File: src/rtl/assert_macros.svh
// assertion macros shared by the rtl of the frame parser
// expects clk and arst_n in the scope where a macro is used
`ifndef ASSERT_MACROS_SVH
`define ASSERT_MACROS_SVH

// same-cycle implication
`define CHK_IMPL(label, cond, prop, msg) \
	label: assert property (@(posedge clk) disable iff (!arst_n) (cond) |-> (prop)) \
		else $error(msg);

// next-cycle implication
`define CHK_NEXT(label, cond, prop, msg) \
	label: assert property (@(posedge clk) disable iff (!arst_n) (cond) |=> (prop)) \
		else $error(msg);

`endif

File: src/rtl/slcfp_pkg.sv
// shared types, constants and the crc-8 step of the frame parser
// no dependencies
package slcfp_pkg;

	localparam int MAX_PAYLOAD_DEF = 32;
	localparam int CMD_DEPTH_DEF   = 2;
	localparam int RES_DEPTH_DEF   = 4;

	localparam int BYTE_W    = 8;
	localparam int KIND_W    = 2;
	localparam int LEN_W     = 6;
	localparam int IDX_W     = 5;
	localparam int FILL_W    = 6;
	localparam int CMD_LEN_W = 7;
	localparam int CFG_IDX_W = 1;

	localparam logic [BYTE_W-1:0] CRC_POLY = 8'hD5;

	localparam logic [KIND_W-1:0] KIND_PAYLOAD = 2'd0;
	localparam logic [KIND_W-1:0] KIND_BAD_LEN = 2'd1;
	localparam logic [KIND_W-1:0] KIND_CRC_ERR = 2'd2;
	localparam logic [KIND_W-1:0] KIND_DROPPED = 2'd3;

	localparam logic [CFG_IDX_W-1:0] CFG_SYNC_FIRST  = 1'd0;
	localparam logic [CFG_IDX_W-1:0] CFG_SYNC_SECOND = 1'd1;

	// work handed from the parser to the result builder
	typedef struct packed {
		logic [KIND_W-1:0]    kind;
		logic [BYTE_W-1:0]    id;
		logic [CMD_LEN_W-1:0] len;
	} cmd_t;

	typedef struct packed {
		logic [KIND_W-1:0] kind;
		logic [BYTE_W-1:0] packet_id;
		logic [LEN_W-1:0]  payload_length;
		logic [IDX_W-1:0]  byte_index;
		logic [BYTE_W-1:0] data_byte;
		logic              last_item;
	} res_t;

	typedef struct packed {
		logic              en;
		logic [FILL_W-1:0] addr;
		logic [BYTE_W-1:0] data;
	} ram_wr_t;

	// msb-first crc-8, no reflection, one byte
	function automatic logic [BYTE_W-1:0] crc8_update(input logic [BYTE_W-1:0] crc,
		input logic [BYTE_W-1:0] b);
		logic [BYTE_W-1:0] c;
		c = crc ^ b;
		for (int i = 0; i < 8; i++) begin
			c = c[7] ? ((c << 1) ^ CRC_POLY) : (c << 1);
		end
		return c;
	endfunction

endpackage

File: src/rtl/sync_length_crc8_frame_parser_core.sv
// Path: a byte's result passes the command queue, cmd_q, the result stage and the result queue.
// Throughput: one input byte per cycle; payload bytes stall while the back end still holds
// any command, since the payload store is shared, and every byte stalls on a full command queue.
// Replay: up to one payload result per cycle, set by the 4-entry result queue credits.
// Reset: arst_n clears parser, queues and sync registers; the payload store is not cleared.
`include "assert_macros.svh"

module sync_length_crc8_frame_parser_core #(
	parameter int MAX_PAYLOAD = slcfp_pkg::MAX_PAYLOAD_DEF,
	parameter int CMD_DEPTH   = slcfp_pkg::CMD_DEPTH_DEF,
	parameter int RES_DEPTH   = slcfp_pkg::RES_DEPTH_DEF
) (
	input  logic                              clk,
	input  logic                              arst_n,
	input  logic                              push,
	output logic                              full,
	input  logic [slcfp_pkg::BYTE_W-1:0]      in_byte,
	output logic                              empty,
	input  logic                              pop,
	output logic [slcfp_pkg::KIND_W-1:0]      kind,
	output logic [slcfp_pkg::BYTE_W-1:0]      packet_id,
	output logic [slcfp_pkg::LEN_W-1:0]       payload_length,
	output logic [slcfp_pkg::IDX_W-1:0]       byte_index,
	output logic [slcfp_pkg::BYTE_W-1:0]      data_byte,
	output logic                              last_item,
	input  logic                              cfg_valid,
	output logic                              cfg_ready,
	input  logic [slcfp_pkg::CFG_IDX_W-1:0]   cfg_index,
	input  logic [slcfp_pkg::BYTE_W-1:0]      cfg_data
);

	localparam int AW    = (MAX_PAYLOAD > 1) ? $clog2(MAX_PAYLOAD) : 1;
	localparam int RCW   = $clog2(RES_DEPTH + 1);
	localparam int CMD_W = $bits(slcfp_pkg::cmd_t);
	localparam int RES_W = $bits(slcfp_pkg::res_t);

	logic [slcfp_pkg::BYTE_W-1:0] sync_first_q;
	logic [slcfp_pkg::BYTE_W-1:0] sync_second_q;

	logic                 cmd_push;
	logic                 cmd_pop;
	logic                 cmd_full;
	logic                 cmd_empty;
	slcfp_pkg::cmd_t      cmd_in;
	slcfp_pkg::cmd_t      cmd_out;
	slcfp_pkg::ram_wr_t   ram_wr;
	logic                 replay_busy;

	logic                         ram_rd_en;
	logic [AW-1:0]                ram_rd_addr;
	logic [slcfp_pkg::BYTE_W-1:0] ram_rd_data;

	logic                 res_push;
	logic                 res_full;
	logic [RCW-1:0]       res_count;
	slcfp_pkg::res_t      res_in;
	slcfp_pkg::res_t      res_out;

	assign cfg_ready = 1'b1;

	always_ff @(posedge clk or negedge arst_n) begin
		if (!arst_n) begin
			sync_first_q  <= '0;
			sync_second_q <= '0;
		end else if (cfg_valid && cfg_ready) begin
			case (cfg_index)
				slcfp_pkg::CFG_SYNC_FIRST:  sync_first_q  <= cfg_data;
				slcfp_pkg::CFG_SYNC_SECOND: sync_second_q <= cfg_data;
				default: begin
				end
			endcase
		end
	end

	slcfp_front #(
		.MAX_PAYLOAD (MAX_PAYLOAD)
	) u_front (
		.clk         (clk),
		.arst_n      (arst_n),
		.push        (push),
		.in_byte     (in_byte),
		.sync_first  (sync_first_q),
		.sync_second (sync_second_q),
		.cmd_full    (cmd_full),
		.replay_busy (replay_busy),
		.full        (full),
		.cmd_push    (cmd_push),
		.cmd         (cmd_in),
		.ram_wr      (ram_wr)
	);

	slcfp_fifo #(
		.WIDTH (CMD_W),
		.DEPTH (CMD_DEPTH)
	) u_cmd_fifo (
		.clk     (clk),
		.arst_n  (arst_n),
		.push    (cmd_push),
		.wr_data (cmd_in),
		.pop     (cmd_pop),
		.rd_data (cmd_out),
		.full    (cmd_full),
		.empty   (cmd_empty),
		.count   ()
	);

	slcfp_ram #(
		.WIDTH (slcfp_pkg::BYTE_W),
		.DEPTH (MAX_PAYLOAD)
	) u_payload_ram (
		.clk   (clk),
		.we    (ram_wr.en),
		.waddr (ram_wr.addr[AW-1:0]),
		.wdata (ram_wr.data),
		.re    (ram_rd_en),
		.raddr (ram_rd_addr),
		.rdata (ram_rd_data)
	);

	slcfp_back #(
		.MAX_PAYLOAD (MAX_PAYLOAD),
		.RES_DEPTH   (RES_DEPTH)
	) u_back (
		.clk         (clk),
		.arst_n      (arst_n),
		.cmd_empty   (cmd_empty),
		.cmd         (cmd_out),
		.res_count   (res_count),
		.ram_rd_data (ram_rd_data),
		.cmd_pop     (cmd_pop),
		.replay_busy (replay_busy),
		.ram_rd_en   (ram_rd_en),
		.ram_rd_addr (ram_rd_addr),
		.res_push    (res_push),
		.res         (res_in)
	);

	slcfp_fifo #(
		.WIDTH (RES_W),
		.DEPTH (RES_DEPTH)
	) u_res_fifo (
		.clk     (clk),
		.arst_n  (arst_n),
		.push    (res_push),
		.wr_data (res_in),
		.pop     (pop && !empty),
		.rd_data (res_out),
		.full    (res_full),
		.empty   (empty),
		.count   (res_count)
	);

	assign kind           = res_out.kind;
	assign packet_id      = res_out.packet_id;
	assign payload_length = res_out.payload_length;
	assign byte_index     = res_out.byte_index;
	assign data_byte      = res_out.data_byte;
	assign last_item      = res_out.last_item;

	`CHK_IMPL(a_cmd_no_overflow, cmd_push, !cmd_full, "command queue overflow")
	`CHK_IMPL(a_res_no_overflow, res_push, !res_full, "result queue overflow")
	`CHK_IMPL(a_store_not_in_use, ram_wr.en, !replay_busy, "payload write during replay")
	`CHK_NEXT(a_pop_starts_replay, cmd_pop, replay_busy, "back end idle after command pop")

endmodule

File: src/rtl/slcfp_ram.sv
// generic single-write, single-read ram with registered read data
// no dependencies
module slcfp_ram #(
	parameter int WIDTH = 8,
	parameter int DEPTH = 32
) (
	input  logic                                   clk,
	input  logic                                   we,
	input  logic [((DEPTH > 1) ? $clog2(DEPTH) : 1)-1:0] waddr,
	input  logic [WIDTH-1:0]                       wdata,
	input  logic                                   re,
	input  logic [((DEPTH > 1) ? $clog2(DEPTH) : 1)-1:0] raddr,
	output logic [WIDTH-1:0]                       rdata
);

	logic [WIDTH-1:0] mem_q [DEPTH];

	always_ff @(posedge clk) begin
		if (we) begin
			mem_q[waddr] <= wdata;
		end
		if (re) begin
			rdata <= mem_q[raddr];
		end
	end

endmodule

File: src/rtl/slcfp_fifo.sv
// small register fifo used for the command queue and the result queue
// no dependencies
module slcfp_fifo #(
	parameter int WIDTH = 8,
	parameter int DEPTH = 2
) (
	input  logic                         clk,
	input  logic                         arst_n,
	input  logic                         push,
	input  logic [WIDTH-1:0]             wr_data,
	input  logic                         pop,
	output logic [WIDTH-1:0]             rd_data,
	output logic                         full,
	output logic                         empty,
	output logic [$clog2(DEPTH+1)-1:0]   count
);

	localparam int PW = (DEPTH > 1) ? $clog2(DEPTH) : 1;
	localparam int CW = $clog2(DEPTH + 1);
	localparam logic [PW-1:0] LAST_PTR = PW'(DEPTH - 1);
	localparam logic [CW-1:0] DEPTH_C  = CW'(DEPTH);

	logic [WIDTH-1:0] mem_q [DEPTH];
	logic [PW-1:0]    wr_ptr_q;
	logic [PW-1:0]    rd_ptr_q;
	logic [CW-1:0]    count_q;

	assign rd_data = mem_q[rd_ptr_q];
	assign full    = (count_q == DEPTH_C);
	assign empty   = (count_q == '0);
	assign count   = count_q;

	always_ff @(posedge clk) begin
		if (push) begin
			mem_q[wr_ptr_q] <= wr_data;
		end
	end

	always_ff @(posedge clk or negedge arst_n) begin
		if (!arst_n) begin
			wr_ptr_q <= '0;
			rd_ptr_q <= '0;
			count_q  <= '0;
		end else begin
			if (push) begin
				wr_ptr_q <= (wr_ptr_q == LAST_PTR) ? '0 : wr_ptr_q + 1'b1;
			end
			if (pop) begin
				rd_ptr_q <= (rd_ptr_q == LAST_PTR) ? '0 : rd_ptr_q + 1'b1;
			end
			if (push && !pop) begin
				count_q <= count_q + 1'b1;
			end else if (pop && !push) begin
				count_q <= count_q - 1'b1;
			end
		end
	end

endmodule

File: src/rtl/slcfp_front.sv
// front end: sync hunt, header parse, payload store writes and crc check
// depends on slcfp_pkg
module slcfp_front #(
	parameter int MAX_PAYLOAD = slcfp_pkg::MAX_PAYLOAD_DEF
) (
	input  logic                           clk,
	input  logic                           arst_n,
	input  logic                           push,
	input  logic [slcfp_pkg::BYTE_W-1:0]   in_byte,
	input  logic [slcfp_pkg::BYTE_W-1:0]   sync_first,
	input  logic [slcfp_pkg::BYTE_W-1:0]   sync_second,
	input  logic                           cmd_full,
	input  logic                           replay_busy,
	output logic                           full,
	output logic                           cmd_push,
	output slcfp_pkg::cmd_t                cmd,
	output slcfp_pkg::ram_wr_t             ram_wr
);

	localparam int LENQ_W = $clog2(MAX_PAYLOAD + 1);
	localparam int CLW    = slcfp_pkg::CMD_LEN_W;
	localparam logic [slcfp_pkg::BYTE_W-1:0] MAX_B = slcfp_pkg::BYTE_W'(MAX_PAYLOAD);
	localparam logic [CLW-1:0] MAX_C = CLW'(MAX_PAYLOAD);

	typedef enum logic [2:0] {
		PH_SYNC0,
		PH_SYNC1,
		PH_ID,
		PH_LEN,
		PH_DATA,
		PH_CRC,
		PH_DONE
	} phase_t;

	phase_t                              phase_q;
	logic [slcfp_pkg::BYTE_W-1:0]        id_q;
	logic [LENQ_W-1:0]                   len_q;
	logic [slcfp_pkg::FILL_W-1:0]        fill_q;
	logic [slcfp_pkg::BYTE_W-1:0]        crc_q;

	logic                                accept;
	logic                                bad_len;
	logic                                crc_ok;
	logic [slcfp_pkg::BYTE_W-1:0]        crc_next;
	logic [slcfp_pkg::FILL_W-1:0]        fill_inc;

	// hold off every byte on a full command queue, and payload writes while the back end holds any command
	assign full     = cmd_full || ((phase_q == PH_DATA) && replay_busy);
	assign accept   = push && !full;
	assign bad_len  = (in_byte == '0) || (in_byte > MAX_B);
	assign crc_ok   = (in_byte == crc_q);
	assign crc_next = slcfp_pkg::crc8_update(crc_q, in_byte);
	assign fill_inc = fill_q + 1'b1;

	always_comb begin
		cmd_push    = 1'b0;
		cmd.kind    = slcfp_pkg::KIND_DROPPED;
		cmd.id      = id_q;
		cmd.len     = '0;
		ram_wr.en   = accept && (phase_q == PH_DATA) && (CLW'(fill_q) < MAX_C);
		ram_wr.addr = fill_q;
		ram_wr.data = in_byte;
		case (phase_q)
			PH_LEN: begin
				cmd_push = accept && bad_len;
				cmd.kind = slcfp_pkg::KIND_BAD_LEN;
			end
			PH_CRC: begin
				cmd_push = accept;
				cmd.kind = crc_ok ? slcfp_pkg::KIND_PAYLOAD : slcfp_pkg::KIND_CRC_ERR;
				cmd.len  = crc_ok ? CLW'(len_q) : '0;
			end
			PH_DONE: begin
				cmd_push = accept;
				cmd.kind = slcfp_pkg::KIND_DROPPED;
			end
			default: begin
				cmd_push = 1'b0;
			end
		endcase
	end

	always_ff @(posedge clk or negedge arst_n) begin
		if (!arst_n) begin
			phase_q <= PH_SYNC0;
			id_q    <= '0;
			len_q   <= '0;
			fill_q  <= '0;
			crc_q   <= '0;
		end else if (accept) begin
			case (phase_q)
				PH_SYNC0: begin
					if (in_byte == sync_first) begin
						phase_q <= PH_SYNC1;
					end
				end
				PH_SYNC1: begin
					phase_q <= (in_byte == sync_second) ? PH_ID : PH_SYNC0;
				end
				PH_ID: begin
					id_q    <= in_byte;
					crc_q   <= slcfp_pkg::crc8_update('0, in_byte);
					phase_q <= PH_LEN;
				end
				PH_LEN: begin
					if (bad_len) begin
						phase_q <= PH_SYNC0;
						id_q    <= '0;
						len_q   <= '0;
						fill_q  <= '0;
						crc_q   <= '0;
					end else begin
						len_q   <= in_byte[LENQ_W-1:0];
						fill_q  <= '0;
						crc_q   <= crc_next;
						phase_q <= PH_DATA;
					end
				end
				PH_DATA: begin
					fill_q <= fill_inc;
					crc_q  <= crc_next;
					if (CLW'(fill_inc) >= CLW'(len_q)) begin
						phase_q <= PH_CRC;
					end
				end
				PH_CRC: begin
					if (crc_ok) begin
						phase_q <= PH_DONE;
					end else begin
						phase_q <= PH_SYNC0;
						id_q    <= '0;
						len_q   <= '0;
						fill_q  <= '0;
						crc_q   <= '0;
					end
				end
				default: begin
					// done, or a code that is never reached: back to the hunt
					phase_q <= PH_SYNC0;
					id_q    <= '0;
					len_q   <= '0;
					fill_q  <= '0;
					crc_q   <= '0;
				end
			endcase
		end
	end

endmodule

File: src/rtl/slcfp_back.sv
// back end: turns queued commands into results, replaying payload from the store
// depends on slcfp_pkg
module slcfp_back #(
	parameter int MAX_PAYLOAD = slcfp_pkg::MAX_PAYLOAD_DEF,
	parameter int RES_DEPTH   = slcfp_pkg::RES_DEPTH_DEF
) (
	input  logic                                   clk,
	input  logic                                   arst_n,
	input  logic                                   cmd_empty,
	input  slcfp_pkg::cmd_t                        cmd,
	input  logic [$clog2(RES_DEPTH+1)-1:0]         res_count,
	input  logic [slcfp_pkg::BYTE_W-1:0]           ram_rd_data,
	output logic                                   cmd_pop,
	output logic                                   replay_busy,
	output logic                                   ram_rd_en,
	output logic [((MAX_PAYLOAD > 1) ? $clog2(MAX_PAYLOAD) : 1)-1:0] ram_rd_addr,
	output logic                                   res_push,
	output slcfp_pkg::res_t                        res
);

	localparam int AW  = (MAX_PAYLOAD > 1) ? $clog2(MAX_PAYLOAD) : 1;
	localparam int CW  = $clog2(RES_DEPTH + 1);
	localparam int CLW = slcfp_pkg::CMD_LEN_W;
	localparam logic [CW:0] DEPTH_C = (CW + 1)'(RES_DEPTH);

	logic                 busy_q;
	slcfp_pkg::cmd_t      cmd_q;
	logic [CLW-1:0]       idx_q;

	logic                 valid_s1;
	slcfp_pkg::res_t      res_s1;

	logic                 is_pay;
	logic                 last_now;
	logic [CW:0]          used;
	logic                 issue;

	assign is_pay   = (cmd_q.kind == slcfp_pkg::KIND_PAYLOAD);
	assign last_now = !is_pay || ((idx_q + 1'b1) == cmd_q.len);
	// results in the queue plus the one in flight must leave a free slot
	assign used     = {1'b0, res_count} + {{CW{1'b0}}, valid_s1};
	assign issue    = busy_q && (used < DEPTH_C);

	assign cmd_pop     = !busy_q && !cmd_empty;
	assign replay_busy = busy_q || !cmd_empty;
	assign ram_rd_en   = issue && is_pay;
	assign ram_rd_addr = idx_q[AW-1:0];

	always_comb begin
		res          = res_s1;
		res.data_byte = (res_s1.kind == slcfp_pkg::KIND_PAYLOAD) ? ram_rd_data : '0;
	end
	assign res_push = valid_s1;

	always_ff @(posedge clk) begin
		if (cmd_pop) begin
			cmd_q <= cmd;
		end
		if (issue) begin
			res_s1.kind           <= cmd_q.kind;
			res_s1.packet_id      <= cmd_q.id;
			res_s1.payload_length <= is_pay ? cmd_q.len[slcfp_pkg::LEN_W-1:0] : '0;
			res_s1.byte_index     <= is_pay ? idx_q[slcfp_pkg::IDX_W-1:0] : '0;
			res_s1.data_byte      <= '0;
			res_s1.last_item      <= last_now;
		end
	end

	always_ff @(posedge clk or negedge arst_n) begin
		if (!arst_n) begin
			busy_q   <= 1'b0;
			idx_q    <= '0;
			valid_s1 <= 1'b0;
		end else begin
			valid_s1 <= issue;
			if (cmd_pop) begin
				busy_q <= 1'b1;
				idx_q  <= '0;
			end else if (issue) begin
				idx_q <= idx_q + 1'b1;
				if (last_now) begin
					busy_q <= 1'b0;
				end
			end
		end
	end

endmodule
File: config.mk
export PLATFORM = sky130hd
export DESIGN_NAME = sync_length_crc8_frame_parser_core
export DESIGN_NICKNAME = d
export VERILOG_FILES = /design/src/rtl/slcfp_pkg.sv /design/src/rtl/sync_length_crc8_frame_parser_core.sv /design/src/rtl/slcfp_ram.sv /design/src/rtl/slcfp_fifo.sv /design/src/rtl/slcfp_front.sv /design/src/rtl/slcfp_back.sv
export VERILOG_INCLUDE_DIRS = /design/src /design/src/rtl
export SDC_FILE = /design/constraint.sdc
export NUM_CORES = 1
export LEC_CHECK = 0
export ABC_AREA = 1
export BUFFER_PORTS_ARGS = -buffer_cell sky130_fd_sc_hd__buf_4
export CORE_MARGIN = 2
export CORE_UTILIZATION = 25
export CTS_CLUSTER_DIAMETER = 120
export DETAILED_ROUTE_END_ITERATION = 8
export GPL_TIMING_DRIVEN = 0
export PLACE_DENSITY = 0.42
export SLEW_MARGIN = 5
export SYNTH_ARGS = -nofsm -noshare
export SYNTH_HDL_FRONTEND = slang
export SYNTH_SLANG_ARGS = --single-unit
File: constraint.sdc
create_clock -name clk -period 4 [get_ports clk]
set_clock_uncertainty 0.2 [all_clocks]
set_input_delay 0 -clock clk [delete_from_list [all_inputs] [get_ports clk]]
set_output_delay 0 -clock clk [all_outputs]
set_load 0.1 [all_outputs]
==> impl_results.md, run 1 <==
* Status: complete, no violations
* Syn Area/Cell at 11.9 um2
* Count leader, synth: edfxtp_1
* CTS Buf Count at 54
* Sequential-to-total area share from yosys stat at 0.701
* Reg power frac at 0.343
* Die Wd at 299 um
* PostCTS Resize Cnt at 0
* Flop and latch count out of synthesis at 521
* Count of flip-flops with a built-in enable after synthesis at 454
* Routed vias/inst at between 4 and 5
* Peak fanout along the critical path at 8
* Post-synthesis to final-layout area growth at 18.7%
* Die H at 299 um
* Initial antenna violation count at 0
* Final net count at 2022
* Crit path launch type: flop
* Yosys top cell area share at 0.625
* Total gr overflow at 0
* Post-DP HPWL at 40400 um
* Worst R2R Start: u_front.phase_q[2]
* Critical path class: reg -> reg
* # hold bufs at CTS at 31
* Required @ worst endpoint at 4.04 ns
* Internal at 12.1 mW
* CP Launch Point: u_front.phase_q[2]
* Net switching power at 9.22 mW
* First-pass iteration count of the detailed router at 5
* Slew headroom at 0.324
* Synthesized instance count at around 1800
* Number of global-route vias before repair at 14500
* Netlist cell types at between 40 and 50
* DR DRC count at 0
* H-tree depth at 2
* Total GRT Usage at 0.136
* Slew Limit Fails at 0
* Layout cells sized above 1 at 0.109
* Max-cap viol count at 0
* Tmin final at 3.58 ns
* # IOs at 55
* Most frequent cells after synthesis: edfxtp_1, nor2_1, o21ai_0
* Post-DP Area at 0.0237 mm2
* # clock sinks at 521
* Warnings from Yosys at 0
* Clock network fraction of design power at 0.243
* Final period util at 0.896
* Post-Synthesis Cell Area at 0.0218 mm2
* Clock Latency Late Sink at 0.63 ns
* M3 GR Usage at 0.0208
* CP Capture Type: flop
* Initial Utilization at 0.252
* Fmax at ~280 MHz
* First-pass GRT wire length at 91900 um
* Met2 Resource Use GR at 0.225
* Slew @ Worst Pin at 1.01 ns
* Post-CTS setup buffers at 0
* Net Sw Frac at 0.432
* Routed length per instance at about 19 um
* HP Class: in -> reg
* RSZ-0062 raised after global routing: false
* Antenna viol nets, final at 0
* Final setup violation count at 0
* DRT iter0 DRCs at between 1000 and 1500
* Setup_tns at 0 ns
* Worst vdd ir at 565 uV
* Final GP Congestion at 0.873
* # rows at between 100 and 150
* Global routing's busiest layer: met2
* Post-Route WL at between 60000 and 70000 um
* CTS Root Cell: clkbuf_16
* # port buffers at 53
* Pleak at 9.16 nW
* Prevailing post-synth register cell: edfxtp_1
* Clock buffer depth at 3
* Arrival @ worst endpoint at 3.62 ns
* Core Region at 0.0866 mm2
* Pwr/cell area at 824 mW/mm2
* CTS tree: done
* Async S/R FF share, synth at 0.129
* DR vias at 14300
* Met1 Use GR at 0.182
* Die area at between 0.08 and 0.09 mm2
* Min-Delay Startpoint: cfg_data[3]
* Largest net degree at the start of global routing at 68
* Net Count, Synth at ~1900
* Final hold violations at 0
* Top post-synthesis cells by area: edfxtp_1, dfrtp_1, o21ai_0
* R2R setup slack at between 0.4 and 0.5 ns
* Final instance area at 0.0259 mm2
* Logic pwr share at 0.414
* CTS clk-pin slew, worst paths at 0.06 ns
* Leading area contributor after synthesis: edfxtp_1
-- sequential cells by signal, indices dropped and copies added (netlist names), 8 cells and up --
register,flops
u_back.cmd_q,16
u_front.id_q,8
sync_first_q,8
u_payload_ram.mem_q,256
u_back.res,22
u_front.crc_q,8
u_cmd_fifo.mem_q,32
u_payload_ram.rdata,8
sync_second_q,8
u_res_fifo.mem_q,120
-- kinds of logic after synthesis --
logic type,after synthesis,synth area share
other cells,1,0.000172
fa+ha+maj,21,0.0124
mux,1,0.000516
xor+xnor,50,0.0238
simple gates,631,0.122
flops,521,0.701
buf+inv,202,0.0369
compound gates,408,0.103
-- power groups by stage --
stage          combinational, mW  clock, mW  sequential, mW
5_1_grt                     9.62       5.52            7.42
3_5_place_dp                8.91          0            7.45
4_1_cts                     8.96       5.30            7.34
3_3_place_gp                8.82          0            7.43
2_1_floorplan               6.14          0            7.30
6_report                    8.84       5.18            7.33
-- metal layers --
layer / vias up / wire length, um / share of wire
li1: 6783 / - / -
met1: 7058 / 27700 / 0.45
met2: 331 / 29200 / 0.48
met3: 87 / 2810 / 0.046
met4: 0 / 1610 / 0.026
met5: - / 0 / 0
-- layout by cell type (no fill, tap or decap), types with 27 or more instances in the layout --
cell and n:
nor2_1 307, edfxtp_1 454, dfrtp_1 67, xor2_1 27, buf_4 56, dlygate4sd3_1 30
nand3_1 56, inv_1 89, clkbuf_16 54, o22ai_1 123, o21ai_0 252, nand2_1 205
clkbuf_1 97
-- final cells by class --
| cell class | count | area (um2) |
|---|---|---|
| Tap cell | 1155 | 1450 |
| Sequential cell | 521 | 15300 |
| Multi-Input combinational cell | 1112 | 5720 |
| Buffer | 94 | 390 |
| Inverter | 108 | 415 |
| Fill cell | 8702 | 60700 |
| Clock buffer | 78 | 1530 |
| Antenna cell | 1 | 2.50 |
| Timing Repair Buffer | 88 | 788 |
| Clock inverter | 23 | 305 |
-- metrics by stage --
stage	worst slack [ns]	hold WS (ns)	util	power, mW	instances
floorplan	0.731	-0.496	-	13.4	1835
CTS	0.335	0.00375	0.299	21.6	3179
global placement	0.396	-0.00167	0.273	16.3	3043
detailed placement	0.359	0.0187	0.274	16.4	3047
finish	0.418	0.0454	0.299	21.4	3180
global route	0.146	0.0252	0.299	22.6	3179
-- critical path, stage by stage (launching register included) --
cell and delay, ns:
dfrtp_1 0.42, inv_1 0.20, nor2_1 0.18, inv_2 0.11
or2_1 0.12, nand3_1 0.14, inv_1 0.16, nand2_1 0.11
nor2_1 0.24, nand2_1 0.42, nor2_1 0.91
-- path summary, 6_finish.rpt --
kind,endpoint,cells after the start
setup / recovery,u_payload_ram.mem_q[15][4],10
hold / removal,sync_second_q[3],4
setup reg to reg,u_payload_ram.mem_q[15][4],10
hold reg to reg,u_back.res[20],0
max in group asynchronous,u_back.idx_q[0],4
min in group asynchronous,u_front.crc_q[4],4
Power figures use the tool's default switching activity.
==> run 2, diff against run 1 <==
--- a/config.mk
+++ b/config.mk
@@ -13,7 +13,7 @@
 export CTS_CLUSTER_DIAMETER = 120
 export DETAILED_ROUTE_END_ITERATION = 8
 export GPL_TIMING_DRIVEN = 0
-export PLACE_DENSITY = 0.42
+export SETUP_SLACK_MARGIN = 0.15
 export SLEW_MARGIN = 5
 export SYNTH_ARGS = -nofsm -noshare
 export SYNTH_HDL_FRONTEND = slang
==> impl_results.md, run 2 (synthesis results as in run 1) <==
* Status: complete, no violations
* # IOs at 55 (unchanged)
* CTS clk-pin slew, worst paths at 0.06 ns (about the same)
* Final setup violation count at 0 (unchanged)
* Number of global-route vias before repair at 13900 (-3.6%)
* Slew Limit Fails at 0 (unchanged)
* Die area at 0.0897 mm2 (unchanged)
* Total gr overflow at 0 (unchanged)
* Final GP Congestion at 0.915 (+4.8%)
* Core Region at 0.0866 mm2 (unchanged)
* Initial antenna violation count at 3 (+3)
* Global routing's busiest layer: met2
* Met1 Use GR at 0.149 (-0.0334)
* Internal at 11.7 mW (-3.5%)
* Max incr delay on CP at 0.60 ns (-0.31 ns)
* Most frequent CP cell: clkbuf_1
* Pleak at 8.99 nW (-1.8%)
* Commonest non-fill, non-tap cell in the layout: edfxtp_1
* Routed length per instance at 17.2 um (-11%)
* Final net count at 2010 (-0.59%)
* Crit path launch type: flop
* Slowest CP cell: clkbuf_1
* Worst path cell trace: clkbuf_1 -> clkbuf_1 -> clkbuf_1 -> nor2_1 -> o22ai_1 -> nor2_1 -> o22ai_1 -> nand2_1 -> nand2_1
* Post-Route WL at 54500 um (-11%)
* Cell count after placement at 3044 (-0.098%)
* Arrival @ worst endpoint at 3.82 ns (+0.20 ns)
* Largest register by flop count: u_payload_ram.mem_q
* Largest net degree at the start of global routing at 68 (unchanged)
* RSZ-0062 raised after global routing: false
* Die Wd at 299 um (unchanged)
* CP Capture Type: flop
* Logic pwr share at 0.418 (+0.004)
* Initial Utilization at 0.252 (unchanged)
* # clock sinks at 521 (unchanged)
* Reg power frac at 0.356 (+0.013)
* Routed vias/inst at 4.47 (-0.33%)
* Slew headroom at 0.159 (-0.165)
* HP Class: in -> reg
* CTS tree: done
* Met2 Resource Use GR at 0.206 (-0.0198)
* PostCTS Resize Cnt at 0 (unchanged)
* Clock buffer depth at 3 (unchanged)
* Final hold violations at 0 (unchanged)
* DR DRC count at 0 (unchanged)
* Max reg flops at 256 (unchanged)
* Worst vdd ir at 705 uV (+25%)
* Net Sw Frac at 0.431 (-0.000968)
* DRT iter0 DRCs at 1147 (+13%)
* Clock network fraction of design power at 0.226 (-0.017)
* # port buffers at 53 (unchanged)
* Net switching power at 8.87 mW (-3.8%)
* Pwr/cell area at 805 mW/mm2 (-2.4%)
* First-pass GRT wire length at 82900 um (-9.8%)
* First-pass iteration count of the detailed router at 8 (+3)
* Final period util at 0.891 (-0.00438)
* H-tree depth at 2 (unchanged)
* Final Total Pwr at 20.6 mW (-3.6%)
* Total GRT Usage at 0.120 (-0.0159)
* Post-synthesis to final-layout area growth at 17.2%
* Required @ worst endpoint at 4.25 ns (+0.21 ns)
* Top flop regs: u_payload_ram.mem_q x256, u_res_fifo.mem_q x120, u_cmd_fifo.mem_q x32
* CTS Buf Count at 50 (-7.4%)
* Slew @ Worst Pin at 1.25 ns (+0.241 ns)
* CTS Root Cell: clkbuf_16
* Fillers at 8729 (+0.31%)
* Post-DP HPWL at 36300 um (-10%)
* Layout cells sized above 1 at 0.104 (-0.00555)
* Antenna viol nets, final at 0 (unchanged)
* M3 GR Usage at 0.0233 (+0.00254)
* CP top delay family: buffers and inverters
* Max-cap viol count at 0 (unchanged)
* Most frequent cells in the layout: edfxtp_1, nor2_1, o21ai_0
* # rows at 108 (unchanged)
* Tmin final at 3.56 ns (-0.0175 ns)
* Final core occ at 0.295 (-0.00380)
* Peak fanout along the critical path at 10 (+2)
* Critical path class: reg -> reg
* DR vias at 14100 (-0.86%)
* Final cell count without fillers at 3163 (-0.53%)
* Bufs and invs on worst path at 3 (unchanged)
* Fmax at 281 MHz (+0.49%)
* Die H at 299 um (unchanged)
* Setup_tns at 0 ns (unchanged)
* Clock Latency Late Sink at 0.61 ns (-0.02 ns)
run 2: cell types whose count changed in the layout (fill, tap and decap cells not counted), moves of 2 or more:
cell           previous run  this run
clkinvlp_4                2         5
clkinv_1                  5        10
clkinv_16                 2         0
clkbuf_1                 97        93
buf_12                    2         0
dlygate4sd3_1            30        25
clkbuf_16                54        50
clkbuf_8                  9         2
run 2: final timing paths:
path | from | cells after the start | to | slack [ns]
max | u_back.idx_q[0] | 9 | u_payload_ram.rdata[0] | 0.44
min | cfg_data[6] | 4 | sync_first_q[6] | 0.03
max reg2reg | u_back.idx_q[0] | 9 | u_payload_ram.rdata[0] | 0.44
min reg2reg | u_back.cmd_q[14] | 0 | u_back.res[27] | 0.22
max in group asynchronous | arst_n | 4 | sync_first_q[1] | 2.95
min in group asynchronous | arst_n | 4 | u_res_fifo.rd_ptr_q[0] | 0.33
run 2: metal layers:
metal	wire length, um	share of wire
met1	22700	0.42
met5	13	0.00024
met4	1760	0.032
met3	3410	0.063
met2	26600	0.49
run 2: layout make-up:
cell class                 count  area, um2  share of cell area
multi-input combinational   1112       5720               0.224
sequential                   521      15300               0.598
tap                         1155       1450              0.0565
clock buffer                  63       1320              0.0516
inverter                     108        415              0.0162
antenna                        1       2.50           0.0000978
clock inverter                29        289              0.0113
timing repair buffer          80        687              0.0269
buffer                        94        390              0.0153
run 2: worst min-delay path, cell delays in order:
cell	delay, ns
dlygate4sd3_1	0.52
buf_4	0.10
inv_1	0.04
o21ai_0	0.13
run 2: timing repair:
| item | CTS | global route |
|---|---|---|
| hold buffers | 26 | 0 |
| setup buffers | 0 | 0 |
| endpoints found under the hold margin | 375 | 0 |
run 2: power groups by stage:
stage	sequential, mW	combinational (mW)	clock (mW)
floorplan	7.30	6.14	0
global placement	7.42	8.54	0
detailed placement	7.43	8.60	0
CTS	7.32	8.65	4.74
global route	7.39	9.34	4.94
finish	7.32	8.61	4.66
run 2: stage by stage:
| stage | hold slack (ns) | worst slack (ns) | instance area, um2 |
|---|---|---|---|
| after floorplan | -0.496 | 0.731 | 21800 |
| after global placement | -0.0107 | 0.556 | 23700 |
| after detailed placement | -0.00474 | 0.527 | 23700 |
| after CTS | 0.0141 | 0.480 | 25600 |
| after global routing | 0.0390 | 0.257 | 25600 |
| final | 0.0338 | 0.435 | 25600 |
